### src/hdl/pwdd_pkg.sv
// pwdd_pkg: shared types, symbol windows and the period classifier
// for the pulse-width dual-channel deframer
// no dependencies
package pwdd_pkg;

    localparam int IN_DATA_W  = 32;
    localparam int OUT_DATA_W = 24;
    localparam int QUEUE_DEPTH = 4;

    localparam int FRAME_W = 14;
    localparam logic [3:0] FRAME_BITS = 4'd14;

    localparam int MARGIN_PCT = 15;

    localparam int PER_N_HDR  = 3250;
    localparam int PER_S_HDR  = 2750;
    localparam int PER_N_ZERO = 750;
    localparam int PER_S_ZERO = 1250;
    localparam int PER_N_ONE  = 1750;
    localparam int PER_S_ONE  = 2250;

    localparam int MRG_N_HDR  = PER_N_HDR * MARGIN_PCT / 100;
    localparam int MRG_S_HDR  = PER_S_HDR * MARGIN_PCT / 100;
    localparam int MRG_N_ZERO = PER_N_ZERO * MARGIN_PCT / 100;
    localparam int MRG_S_ZERO = PER_S_ZERO * MARGIN_PCT / 100;
    localparam int MRG_N_ONE  = PER_N_ONE * MARGIN_PCT / 100;
    localparam int MRG_S_ONE  = PER_S_ONE * MARGIN_PCT / 100;

    localparam logic [15:0] N_HDR_LO  = 16'(PER_N_HDR - MRG_N_HDR);
    localparam logic [15:0] N_HDR_HI  = 16'(PER_N_HDR + MRG_N_HDR);
    localparam logic [15:0] S_HDR_LO  = 16'(PER_S_HDR - MRG_S_HDR);
    localparam logic [15:0] S_HDR_HI  = 16'(PER_S_HDR + MRG_S_HDR);
    localparam logic [15:0] N_ZERO_LO = 16'(PER_N_ZERO - MRG_N_ZERO);
    localparam logic [15:0] N_ZERO_HI = 16'(PER_N_ZERO + MRG_N_ZERO);
    localparam logic [15:0] S_ZERO_LO = 16'(PER_S_ZERO - MRG_S_ZERO);
    localparam logic [15:0] S_ZERO_HI = 16'(PER_S_ZERO + MRG_S_ZERO);
    localparam logic [15:0] N_ONE_LO  = 16'(PER_N_ONE - MRG_N_ONE);
    localparam logic [15:0] N_ONE_HI  = 16'(PER_N_ONE + MRG_N_ONE);
    localparam logic [15:0] S_ONE_LO  = 16'(PER_S_ONE - MRG_S_ONE);
    localparam logic [15:0] S_ONE_HI  = 16'(PER_S_ONE + MRG_S_ONE);

    localparam logic [15:0] REST_MIN = 16'd350;
    localparam logic [15:0] REST_MAX = 16'd5000;

    typedef enum logic [2:0] {
        SYM_N_HDR  = 3'd0,
        SYM_S_HDR  = 3'd1,
        SYM_N_ZERO = 3'd2,
        SYM_S_ZERO = 3'd3,
        SYM_N_ONE  = 3'd4,
        SYM_S_ONE  = 3'd5,
        SYM_BAD    = 3'd7
    } sym_t;

    typedef struct packed {
        sym_t sym;
        logic rest_ok;
    } sym_item_t;

    typedef struct packed {
        logic [5:0] pad;
        logic [3:0] progress;
        logic [6:0] frame_parameter;
        logic [3:0] target_id;
        logic [2:0] frame_type;
    } result_t;

    function automatic logic in_window(input logic [15:0] period,
                                       input logic [15:0] lo,
                                       input logic [15:0] hi);
        return (period >= lo) && (period <= hi);
    endfunction

    // first match wins: E, e, 0, o, 1, i
    function automatic sym_t classify(input logic [15:0] period);
        sym_t sym;
        if (in_window(period, N_HDR_LO, N_HDR_HI)) begin
            sym = SYM_N_HDR;
        end else if (in_window(period, S_HDR_LO, S_HDR_HI)) begin
            sym = SYM_S_HDR;
        end else if (in_window(period, N_ZERO_LO, N_ZERO_HI)) begin
            sym = SYM_N_ZERO;
        end else if (in_window(period, S_ZERO_LO, S_ZERO_HI)) begin
            sym = SYM_S_ZERO;
        end else if (in_window(period, N_ONE_LO, N_ONE_HI)) begin
            sym = SYM_N_ONE;
        end else if (in_window(period, S_ONE_LO, S_ONE_HI)) begin
            sym = SYM_S_ONE;
        end else begin
            sym = SYM_BAD;
        end
        return sym;
    endfunction

endpackage

### src/hdl/pwdd_front.sv
// pwdd_front: input side, classifies each measured beat into a symbol
// and a rest-range flag for the queue
// depends on pwdd_pkg
module pwdd_front
    import pwdd_pkg::*;
(
    input  logic                 s_axis_tvalid,
    output logic                 s_axis_tready,
    input  logic [IN_DATA_W-1:0] s_axis_tdata,   // pulse_period, rest_duration
    output logic                 item_valid,
    input  logic                 item_ready,
    output sym_item_t            item
);

    logic [15:0] pulse_period;
    logic [15:0] rest_duration;

    assign pulse_period  = s_axis_tdata[15:0];
    assign rest_duration = s_axis_tdata[31:16];

    always_comb begin
        item.sym     = classify(pulse_period);
        item.rest_ok = (rest_duration >= REST_MIN) && (rest_duration <= REST_MAX);
    end

    assign item_valid    = s_axis_tvalid;
    assign s_axis_tready = item_ready;

endmodule

### src/hdl/pwdd_queue.sv
// pwdd_queue: short register queue of classified symbols between
// front and back
// depends on pwdd_pkg
module pwdd_queue
    import pwdd_pkg::*;
#(
    parameter int Depth = QUEUE_DEPTH
) (
    input  logic      aclk,
    input  logic      aresetn,
    input  logic      push_valid,
    output logic      push_ready,
    input  sym_item_t push_item,
    output logic      pop_valid,
    input  logic      pop_ready,
    output sym_item_t pop_item
);

    localparam int PtrW = (Depth > 1) ? $clog2(Depth) : 1;
    localparam int CntW = $clog2(Depth + 1);

    sym_item_t         entry_reg [Depth];
    logic [PtrW-1:0]   wr_ptr_reg, wr_ptr_next;
    logic [PtrW-1:0]   rd_ptr_reg, rd_ptr_next;
    logic [CntW-1:0]   count_reg, count_next;
    logic              push, pop;

    assign push_ready = (count_reg != CntW'(Depth));
    assign pop_valid  = (count_reg != '0);
    assign pop_item   = entry_reg[rd_ptr_reg];
    assign push       = push_valid && push_ready;
    assign pop        = pop_valid && pop_ready;

    always_comb begin
        wr_ptr_next = wr_ptr_reg;
        rd_ptr_next = rd_ptr_reg;
        count_next  = count_reg;
        if (push) begin
            wr_ptr_next = (wr_ptr_reg == PtrW'(Depth - 1)) ? '0 : wr_ptr_reg + 1'b1;
        end
        if (pop) begin
            rd_ptr_next = (rd_ptr_reg == PtrW'(Depth - 1)) ? '0 : rd_ptr_reg + 1'b1;
        end
        if (push && !pop) begin
            count_next = count_reg + 1'b1;
        end else if (pop && !push) begin
            count_next = count_reg - 1'b1;
        end
    end

    always_ff @(posedge aclk) begin
        if (!aresetn) begin
            wr_ptr_reg <= '0;
            rd_ptr_reg <= '0;
            count_reg  <= '0;
        end else begin
            wr_ptr_reg <= wr_ptr_next;
            rd_ptr_reg <= rd_ptr_next;
            count_reg  <= count_next;
        end
    end

    always_ff @(posedge aclk) begin
        if (push) begin
            entry_reg[wr_ptr_reg] <= push_item;
        end
    end

endmodule

### src/hdl/pwdd_back.sv
// pwdd_back: north and south channel shift state, frame assembly and
// the output register
// depends on pwdd_pkg
module pwdd_back
    import pwdd_pkg::*;
(
    input  logic                  aclk,
    input  logic                  aresetn,
    input  logic                  item_valid,
    output logic                  item_ready,
    input  sym_item_t             item,
    output logic                  m_axis_tvalid,
    input  logic                  m_axis_tready,
    output logic [OUT_DATA_W-1:0] m_axis_tdata,
    output logic                  m_axis_tuser
);

    logic               north_collecting_reg, north_collecting_next;
    logic [3:0]         north_count_reg, north_count_next;
    logic [FRAME_W-1:0] north_bits_reg, north_bits_next;
    logic               south_collecting_reg, south_collecting_next;
    logic [3:0]         south_count_reg, south_count_next;
    logic [FRAME_W-1:0] south_bits_reg, south_bits_next;

    logic               m_tvalid_reg, m_tvalid_next;
    logic               m_tuser_reg, m_tuser_next;
    result_t            result_reg, result_next;

    logic               pop;
    logic               is_hdr;
    logic               north_done, south_done;
    logic [FRAME_W-1:0] frame;

    assign item_ready = !m_tvalid_reg || m_axis_tready;
    assign pop        = item_valid && item_ready;
    assign is_hdr     = (item.sym == SYM_N_HDR) || (item.sym == SYM_S_HDR);

    always_comb begin
        north_collecting_next = north_collecting_reg;
        north_count_next      = north_count_reg;
        north_bits_next       = north_bits_reg;
        south_collecting_next = south_collecting_reg;
        south_count_next      = south_count_reg;
        south_bits_next       = south_bits_reg;
        north_done            = 1'b0;
        south_done            = 1'b0;
        frame                 = '0;

        if (pop) begin
            if ((!is_hdr && !item.rest_ok) || item.sym == SYM_BAD) begin
                north_collecting_next = 1'b0;
                south_collecting_next = 1'b0;
            end else begin
                unique case (item.sym) inside
                    SYM_N_HDR: begin
                        north_collecting_next = 1'b1;
                        north_count_next      = '0;
                        north_bits_next       = '0;
                    end
                    SYM_S_HDR: begin
                        south_collecting_next = 1'b1;
                        south_count_next      = '0;
                        south_bits_next       = '0;
                    end
                    SYM_N_ZERO, SYM_N_ONE: begin
                        if (north_collecting_reg) begin
                            north_bits_next  = {north_bits_reg[FRAME_W-2:0],
                                                item.sym == SYM_N_ONE};
                            north_count_next = north_count_reg + 1'b1;
                            if (north_count_next == FRAME_BITS) begin
                                north_done            = 1'b1;
                                frame                 = north_bits_next;
                                north_collecting_next = 1'b0;
                            end
                        end
                    end
                    SYM_S_ZERO, SYM_S_ONE: begin
                        if (south_collecting_reg) begin
                            south_bits_next  = {south_bits_reg[FRAME_W-2:0],
                                                item.sym == SYM_S_ONE};
                            south_count_next = south_count_reg + 1'b1;
                            if (south_count_next == FRAME_BITS) begin
                                south_done            = 1'b1;
                                frame                 = south_bits_next;
                                south_collecting_next = 1'b0;
                            end
                        end
                    end
                    default: begin
                    end
                endcase
            end
        end
    end

    always_comb begin
        m_tvalid_next = m_tvalid_reg && !m_axis_tready;
        m_tuser_next  = m_tuser_reg;
        result_next   = result_reg;
        if (pop) begin
            m_tvalid_next               = 1'b1;
            m_tuser_next                = north_done || south_done;
            result_next.pad             = '0;
            result_next.frame_type      = frame[13:11];
            result_next.target_id       = frame[10:7];
            result_next.frame_parameter = frame[6:0];
            if (north_collecting_next) begin
                result_next.progress = north_count_next + 1'b1;
            end else if (south_collecting_next) begin
                result_next.progress = south_count_next + 1'b1;
            end else begin
                result_next.progress = '0;
            end
        end
    end

    always_ff @(posedge aclk) begin
        if (!aresetn) begin
            north_collecting_reg <= 1'b0;
            north_count_reg      <= '0;
            north_bits_reg       <= '0;
            south_collecting_reg <= 1'b0;
            south_count_reg      <= '0;
            south_bits_reg       <= '0;
            m_tvalid_reg         <= 1'b0;
        end else begin
            north_collecting_reg <= north_collecting_next;
            north_count_reg      <= north_count_next;
            north_bits_reg       <= north_bits_next;
            south_collecting_reg <= south_collecting_next;
            south_count_reg      <= south_count_next;
            south_bits_reg       <= south_bits_next;
            m_tvalid_reg         <= m_tvalid_next;
        end
    end

    always_ff @(posedge aclk) begin
        m_tuser_reg <= m_tuser_next;
        result_reg  <= result_next;
    end

    assign m_axis_tvalid = m_tvalid_reg;
    assign m_axis_tuser  = m_tuser_reg;
    assign m_axis_tdata  = result_reg;

`ifndef NO_ASSERTIONS
    a_north_count_range: assert property (@(posedge aclk) disable iff (!aresetn)
        north_collecting_reg |-> (north_count_reg < FRAME_BITS))
        else $error("north count out of range while collecting");

    a_south_count_range: assert property (@(posedge aclk) disable iff (!aresetn)
        south_collecting_reg |-> (south_count_reg < FRAME_BITS))
        else $error("south count out of range while collecting");

    a_north_done: assert property (@(posedge aclk) disable iff (!aresetn)
        north_done |=> (m_tvalid_reg && m_tuser_reg && !north_collecting_reg))
        else $error("north frame completion not reported");

    a_south_done: assert property (@(posedge aclk) disable iff (!aresetn)
        south_done |=> (m_tvalid_reg && m_tuser_reg && !south_collecting_reg))
        else $error("south frame completion not reported");

    a_no_frame_zero: assert property (@(posedge aclk) disable iff (!aresetn)
        (m_tvalid_reg && !m_tuser_reg) |-> (result_reg.frame_type == '0 &&
            result_reg.target_id == '0 && result_reg.frame_parameter == '0))
        else $error("frame fields set without a completed frame");
`endif

endmodule

### src/hdl/pulse_width_dual_channel_deframer.sv
// pulse_width_dual_channel_deframer: top level, front classifier, symbol
// queue and channel back end
// depends on pwdd_pkg, pwdd_front, pwdd_queue, pwdd_back
//
// channel   dir  tdata                                            tuser
// s_axis    in   [15:0] pulse_period, [31:16] rest_duration       -
// m_axis    out  [2:0] type, [6:3] id, [13:7] param, [17:14] prog [0] frame_valid
//
// one beat in and one beat out per cycle while the output is not stalled and the
// queue is not full; a beat accepted at the input is written to a queue entry,
// then popped by the back end into the output register
// reset clears channel state, queue pointers and the output valid
// the queue holds QueueDepth symbols; s_axis_tready drops when it is full
// output stalls hold the back end while the front keeps filling the queue
module pulse_width_dual_channel_deframer
    import pwdd_pkg::*;
#(
    parameter int QueueDepth = QUEUE_DEPTH
) (
    input  logic                  aclk,
    input  logic                  aresetn,
    input  logic                  s_axis_tvalid,
    output logic                  s_axis_tready,
    input  logic [IN_DATA_W-1:0]  s_axis_tdata,   // pulse_period, rest_duration
    output logic                  m_axis_tvalid,
    input  logic                  m_axis_tready,
    output logic [OUT_DATA_W-1:0] m_axis_tdata,   // type, id, param, progress
    output logic                  m_axis_tuser    // frame_valid
);

    sym_item_t front_item;
    logic      front_valid, front_ready;
    sym_item_t back_item;
    logic      back_valid, back_ready;

    pwdd_front u_front (
        .s_axis_tvalid (s_axis_tvalid),
        .s_axis_tready (s_axis_tready),
        .s_axis_tdata  (s_axis_tdata),
        .item_valid    (front_valid),
        .item_ready    (front_ready),
        .item          (front_item)
    );

    pwdd_queue #(
        .Depth (QueueDepth)
    ) u_queue (
        .aclk       (aclk),
        .aresetn    (aresetn),
        .push_valid (front_valid),
        .push_ready (front_ready),
        .push_item  (front_item),
        .pop_valid  (back_valid),
        .pop_ready  (back_ready),
        .pop_item   (back_item)
    );

    pwdd_back u_back (
        .aclk          (aclk),
        .aresetn       (aresetn),
        .item_valid    (back_valid),
        .item_ready    (back_ready),
        .item          (back_item),
        .m_axis_tvalid (m_axis_tvalid),
        .m_axis_tready (m_axis_tready),
        .m_axis_tdata  (m_axis_tdata),
        .m_axis_tuser  (m_axis_tuser)
    );

endmodule

### config.mk
export PLATFORM = sky130hd
export DESIGN_NAME = pulse_width_dual_channel_deframer
export DESIGN_NICKNAME = d
export VERILOG_FILES = /design/src/hdl/pwdd_pkg.sv /design/src/hdl/pwdd_front.sv /design/src/hdl/pwdd_queue.sv /design/src/hdl/pwdd_back.sv /design/src/hdl/pulse_width_dual_channel_deframer.sv
export SDC_FILE = /design/constraint.sdc
export NUM_CORES = 1
export LEC_CHECK = 0
export ABC_AREA = 1
export BUFFER_PORTS_ARGS = -buffer_cell sky130_fd_sc_hd__buf_2
export CAP_MARGIN = 20
export CORE_ASPECT_RATIO = 0.75
export CORE_MARGIN = 2
export CORE_UTILIZATION = 55
export CTS_CLUSTER_SIZE = 20
export DETAILED_ROUTE_END_ITERATION = 8
export PLACE_DENSITY = 0.8
export SLEW_MARGIN = 15
export SYNTH_ARGS = -nofsm -noshare
export SYNTH_HDL_FRONTEND = slang
export SYNTH_SLANG_ARGS = --single-unit
### constraint.sdc
create_clock -name aclk -period 6.6 [get_ports aclk]
set_input_delay 0 -clock aclk [delete_from_list [all_inputs] [get_ports aclk]]
set_output_delay 0 -clock aclk [all_outputs]
set_load 0.02 [all_outputs]
# --- Word-level counts from Yosys, hierarchy flattened ---
# Memory sizes are Yosys's and may differ from the RTL's. A register that Yosys moved wholly into a read port is not among the register bits.
# Cells that the tools add are included.
totals:
  rom_bits: 0
  latch_bits: 0
  in_bits: 36
  mem_bits_rw: 16
  reg_bits: 63
  mem_count: 1
mem_list:
  columns: ["memory", "words", "width", "read_ports", "rd_ports_with_merged_regs", "wr", "line_no", "rtl"]
  rows:
  - ["u_queue.entry_reg", 4, 4, 1, 1, 1, "pwdd_queue.sv:22", "sym_item_t entry_reg [Depth];"]
op_classes:
  add_sub_neg: 8
  mux: 54
  magnitude_cmp: 14
  shifts: 0
  eq_ne: 13
  bitwise: 1
  reduce_logical: 32
  mul: 0
  n_div: 0
op_table:
  columns: ["operator", "count"]
  rows:
  - ["2-to-1 mux 14 bit", 4]
  - ["case mux 13 bit (2 select lines)", 2]
  - [">= comparator 16 x 11 -> 1 bit (second input constant)", 3]
  - ["less-or-equal comparator 16 x 12 -> 1 bit (second input constant)", 3]
  - [">= comparator 16 x 12 -> 1 bit (second input constant)", 2]
  - ["less-or-equal comparator 16 x 11 -> 1 bit (second input constant)", 2]
  - ["2-to-1 mux 4 bit", 8]
  - ["case mux 14 bit (2 select lines)", 1]
  - ["2-to-1 mux 13 bit", 2]
  - ["2-to-1 mux 1 bit", 21]
  - ["2-to-1 mux 3 bit", 7]
  - ["adder 4 x 1 -> 4 bit (second input constant)", 4]
  - [">= comparator 16 x 10 -> 1 bit (second input constant)", 1]
  - [">= comparator 16 x 9 -> 1 bit (second input constant)", 1]
  - ["less-or-equal comparator 16 x 10 -> 1 bit (second input constant)", 1]
  - ["less-or-equal comparator 16 x 13 -> 1 bit (second input constant)", 1]
  - ["case mux 4 bit (2 select lines)", 2]
  - ["logical AND 1 bit", 13]
  - ["2-to-1 mux 2 bit", 5]
  - ["equality test 3 bit (second input constant)", 3]
  - ["equality test 4 bit (second input constant)", 2]
  - ["AND reduction 4 bit", 2]
  - ["equality test 3 x 2 -> 1 bit (second input constant)", 2]
  - ["zero test 1 bit", 6]
  - ["14 further kinds", 24]

# --- Longest topological paths before layout ---
depth:
  depth_word: 10
  ltp_mapped: 17
  ltp_nobuf: 16

# --- Hierarchy ---
# Synthesis repeated with hierarchy kept, for this count alone.
hier_totals:
  cells_unflattened: 668
  area_unflattened_um2: 5032.3
by_module_without_submodules:
  columns: ["module", "area_per_inst_um2", "cells_per_inst", "seq_area_each_um2", "n_inst"]
  rows:
  - ["pwdd_back", 3168.0, 388, 1311.3, 1]
  - ["pwdd_queue", 1103.6, 109, 660.6, 1]
  - ["pwdd_front", 760.7, 171, 0.0, 1]

# --- Worst setup path after synthesis ---
# No wires, ideal clock.
synth_path:
  path_kind: "register to register"
  from: "register u_queue.count_reg[0]"
  to: "register u_back.result_reg, in the netlist u_back.m_axis_tdata[15], data pin"
  t_arrival_ns: 2.099
  stages_incl_launch_ff: 11
  slack_ns: 4.249
  cell_sequence: "dfxtp_1 nor3_1 inv_1 nand2_2 clkinv_1 nand3_1 nand2_1 nand2_2 ha_1 nand2_1 nand2_1"
synth_via:
  elab_chain_len: 6
  elab_cells_between_ends: 10
  classes_between: "2 x add/sub; 6 x mux; 2 x reduce/logical"
synth_lines:
  columns: ["element", "line_no", "rtl"]
  rows:
  - ["start: declaration", "pwdd_queue.sv:25", "logic [CntW-1:0] count_reg, count_next;"]
  - ["start signal: assignment", "pwdd_queue.sv:59", "count_reg <= count_next;"]
  - ["nonzero test 3 bit (*)", "pwdd_queue.sv:29", "assign pop_valid = (count_reg != '0);"]
  - ["logical AND 1 bit (*)", "pwdd_back.sv:35", "assign pop = item_valid && item_ready;"]
  - ["net u_back.pop", "pwdd_back.sv:29", "logic pop;"]
  - ["2-to-1 mux 4 bit", "pwdd_back.sv:49", "if (pop) begin"]
  - ["adder 4 x 1 -> 4 bit", "pwdd_back.sv:110", "result_next.progress = south_count_next + 1'b1;"]
  - ["2-to-1 mux 4 bit", "pwdd_back.sv:109", "end else if (south_collecting_next) begin"]
  - ["2-to-1 mux 4 bit (*)", "pwdd_back.sv:107", "if (north_collecting_next) begin"]
  - ["end signal: assignment", "pwdd_back.sv:139", "result_reg <= result_next;"]
  - ["end: declaration", "pwdd_back.sv:27", "result_t result_reg, result_next;"]
# Mark *: on every way through the listed nets, which the timed path passes. The rest lies on a longest branch.
# A chain may end at the register's enable or synchronous reset.

# --- Worst setup path in the final report ---
layout_path:
  from: "register u_queue.count_reg[0]"
  to: "register u_back.result_reg, in the netlist u_back.m_axis_tdata[16], data pin"
# Same word-level chain as after synthesis.

==> results.toml <==
[outcome]
status = "finished, final reports clean"

[yosys]
synth.area.top_cells = "edfxtp_1, dfxtp_1, nand2_1, nand3_1, nor2_1"
synthCells = 581
ys_seq_area_frac = 0.436
netlist_area_um2 = 4520
yosys_warnings = 0
synth_top_area_share = 0.232
synth.most_common_cell = "nand2_1"
yosys.cell_types.count = 43
syn_avg_cell_area_um2 = 7.79
yosys-top-cells-count = "nand2_1, nor2_1, nand3_1"
synth_edf_count = 35
yosysTopAreaCell = "edfxtp_1"
async_flop_share = 0
ys.flop_type = "dfxtp_1"
synth_seq_cells = 81

[grt]
grt_pass1_vias = 3767
grt_remaining_overflow = 0
antenna_found_initial = 0
track_usage = 0.244
grt_pass1_wl_um = 17100
grt_max_degree = 35

[critical_path]
cp_max_fo = 27
crit_chain = "nor3_1, inv_1, nand2_2, clkinv_1, nand3_1, nand2_1, nand2_2, ha_1, nand2_1, nand2_1, o21ai_1"
r2r-end = "u_back.m_axis_tdata[16]$_DFFE_PP_"
worst_path_most_repeated_cell = "nand2_1"
start_kind = "register"
worstSetupPathType = "reg2reg"
cp-end-kind = "register"
worstPathRequired_ns = 6.74
slowest_stage = "clkinv_1"
r2r_cells = 11
timing.critical_path.to = "u_back.m_axis_tdata[16]$_DFFE_PP_"
crit_start = "u_queue.count_reg[0]$_SDFFE_PN0P_"
critPathArrivalTime_ns = 3.05
regToRegSetupSlack_ns = 3.68
crit_path_max_incr_delay_ns = 0.77
r2r_start = "u_queue.count_reg[0]$_SDFFE_PN0P_"

[final_layout]
syn_to_final_growth_pct = 11.1
drive_gt1_frac = 0.173
diodes = 0
largest_reg_flops = 18
nNetsFinal = 679

[power]
p_switching_uw = 842
power.density_nw_per_um2 = 369
combPwrFrac = 0.431
p_seq_frac = 0.373
switching_share = 0.454
p_int_mw = 1.01
p_leak_nw = 2.13
pwr-share-clk = 0.197
vdd_drop_max_mv = 0.260

[drt]
initialDrtViolationCount = 414
ant_nets = 0
vias_per_cell = 5.59
drt_wl_total_um = 10300
vias = 4136
drtPass1Iterations = 7
post_drt_wl_per_cell_um = 13.9
drc_errors = 0

[placement]
gp_congestion = 0.919
io_buffers = 56
dp_hpwl_um = 7630

[sta]
maxSlewViolCount = 0
tightestPinTransition_ns = 1.06
setup_violations = 0
hold_ws_ns = 0.00999
max_slew_margin = 0.292
fin_crit_ns = 2.92
final-hold-violation-count = 0
rsz0062_at_grt = "no"
finalCritPeriodShare = 0.442
skew_ns = 0.0148
fmax_ghz = 0.343
setup_tns_ns = 0

[clocking]
path_clk_slew_ns = 0.10
clock_sinks = 81
cts_setup_buffers = 0
cts_tree = "done"
post_cts_resized = 0
clock_path_buffers = 2
clockRootBuffer = "clkbuf_8"
numCtsBuffers = 9
clock_latency_ns = 0.38
cts_hold_buf = 2
h-tree-depth = 3

[floorplan]
num_rows = 28
ios = 63
die_w_um = 109
die_y_um = 82.5
start_util = 0.571
dieArea_um2 = 8970
core_um2 = 7920

[flow_run]
cap_violations = 0

[min_path]
worstHoldPathCells = 2
hold_start = "s_axis_tdata[28]"
hold_path.class = "in2reg"
## metal layers
| layer | vias up | track usage | part of all wire |
|---|---|---|---|
| met2 | 174 | 0.388 | 0.45 |
| met3 | 20 | 0.0424 | 0.072 |
| met4 | 0 | 0.100 | 0.017 |
| met5 | - | 0 | 0 |
| li1 | 2041 | - | - |
| met1 | 1901 | 0.333 | 0.46 |
## through the flow
stage / power (mW) / area [um2] / util / worst slack [ns] / instances
2_1_floorplan: 1.33 / 4540 / - / 4.25 / 586
3_5_place_dp: 1.49 / 4800 / 0.607 / 3.72 / 722
5_1_grt: 1.98 / 5020 / 0.634 / 3.38 / 740
3_3_place_gp: 1.46 / 4800 / 0.607 / 3.81 / 722
6_report: 1.86 / 5020 / 0.634 / 3.68 / 740
4_1_cts: 1.86 / 5020 / 0.634 / 3.68 / 740
## critical path: cells and delay by family (launching register included)
kind	cells	cell delay [ns]
AND/OR/NAND/NOR	7	1.21
buffers and inverters	2	0.85
flip-flops	1	0.37
adder cells (fa/ha/maj)	1	0.17
AO/OA/AOI/OAI	1	0.06
## cell families (layout without fill, tap and decap cells)
family,count (synthesis),count (layout),synth area share
AND/OR/NAND/NOR,298,298,0.303
AO/OA/AOI/OAI,101,101,0.132
buffers and inverters,82,131,0.0813
flip-flops,81,81,0.436
adder cells (fa/ha/maj),13,13,0.0376
XOR/XNOR,5,5,0.00968
other,1,6,0.000829
## layout make-up
cell class,instances,area (um2)
tap,105,131
timing repair buffer,58,300
multi-input combinational,423,2200
fill,713,2890
sequential,81,1970
inverter,57,216
clock inverter,6,52.6
clock buffer,10,149
## layout by cell type (no fill, tap or decap), drive strengths merged, types with 3 or more instances in the layout
cell,count
a211oi,3
nor4,3
inv,58
ha,12
dfxtp,46
xnor2,3
nor3,8
buf,56
nor2,67
o21ai,30
conb,6
edfxtp,35
clkinv,5
a22oi,13
a21oi,40
o31ai,3
nand2,147
nand3,62
nand4,10
clkbuf,10
## power by group through the flow
stage	logic (mW)	clock network, mW	registers, mW
after floorplan	0.570	0	0.756
after global placement	0.763	0	0.699
after detailed placement	0.785	0	0.704
after CTS	0.796	0.368	0.693
after global routing	0.891	0.387	0.704
final	0.799	0.365	0.691
## worst min path at each step
stage	to	slack [ns]
floorplan	u_back.south_bits_reg[6]$_SDFFE_PN0P_	0.18
global route	u_queue.entry_reg[3][0]$_DFFE_PP_	0.04
detailed placement	u_back.m_axis_tvalid$_SDFF_PN0_	0.32
CTS	u_queue.entry_reg[3][0]$_DFFE_PP_	0.02
finish	u_queue.entry_reg[3][0]$_DFFE_PP_	0.01
global placement	u_back.m_axis_tvalid$_SDFF_PN0_	0.33
(Power assumes the default switching activity.)
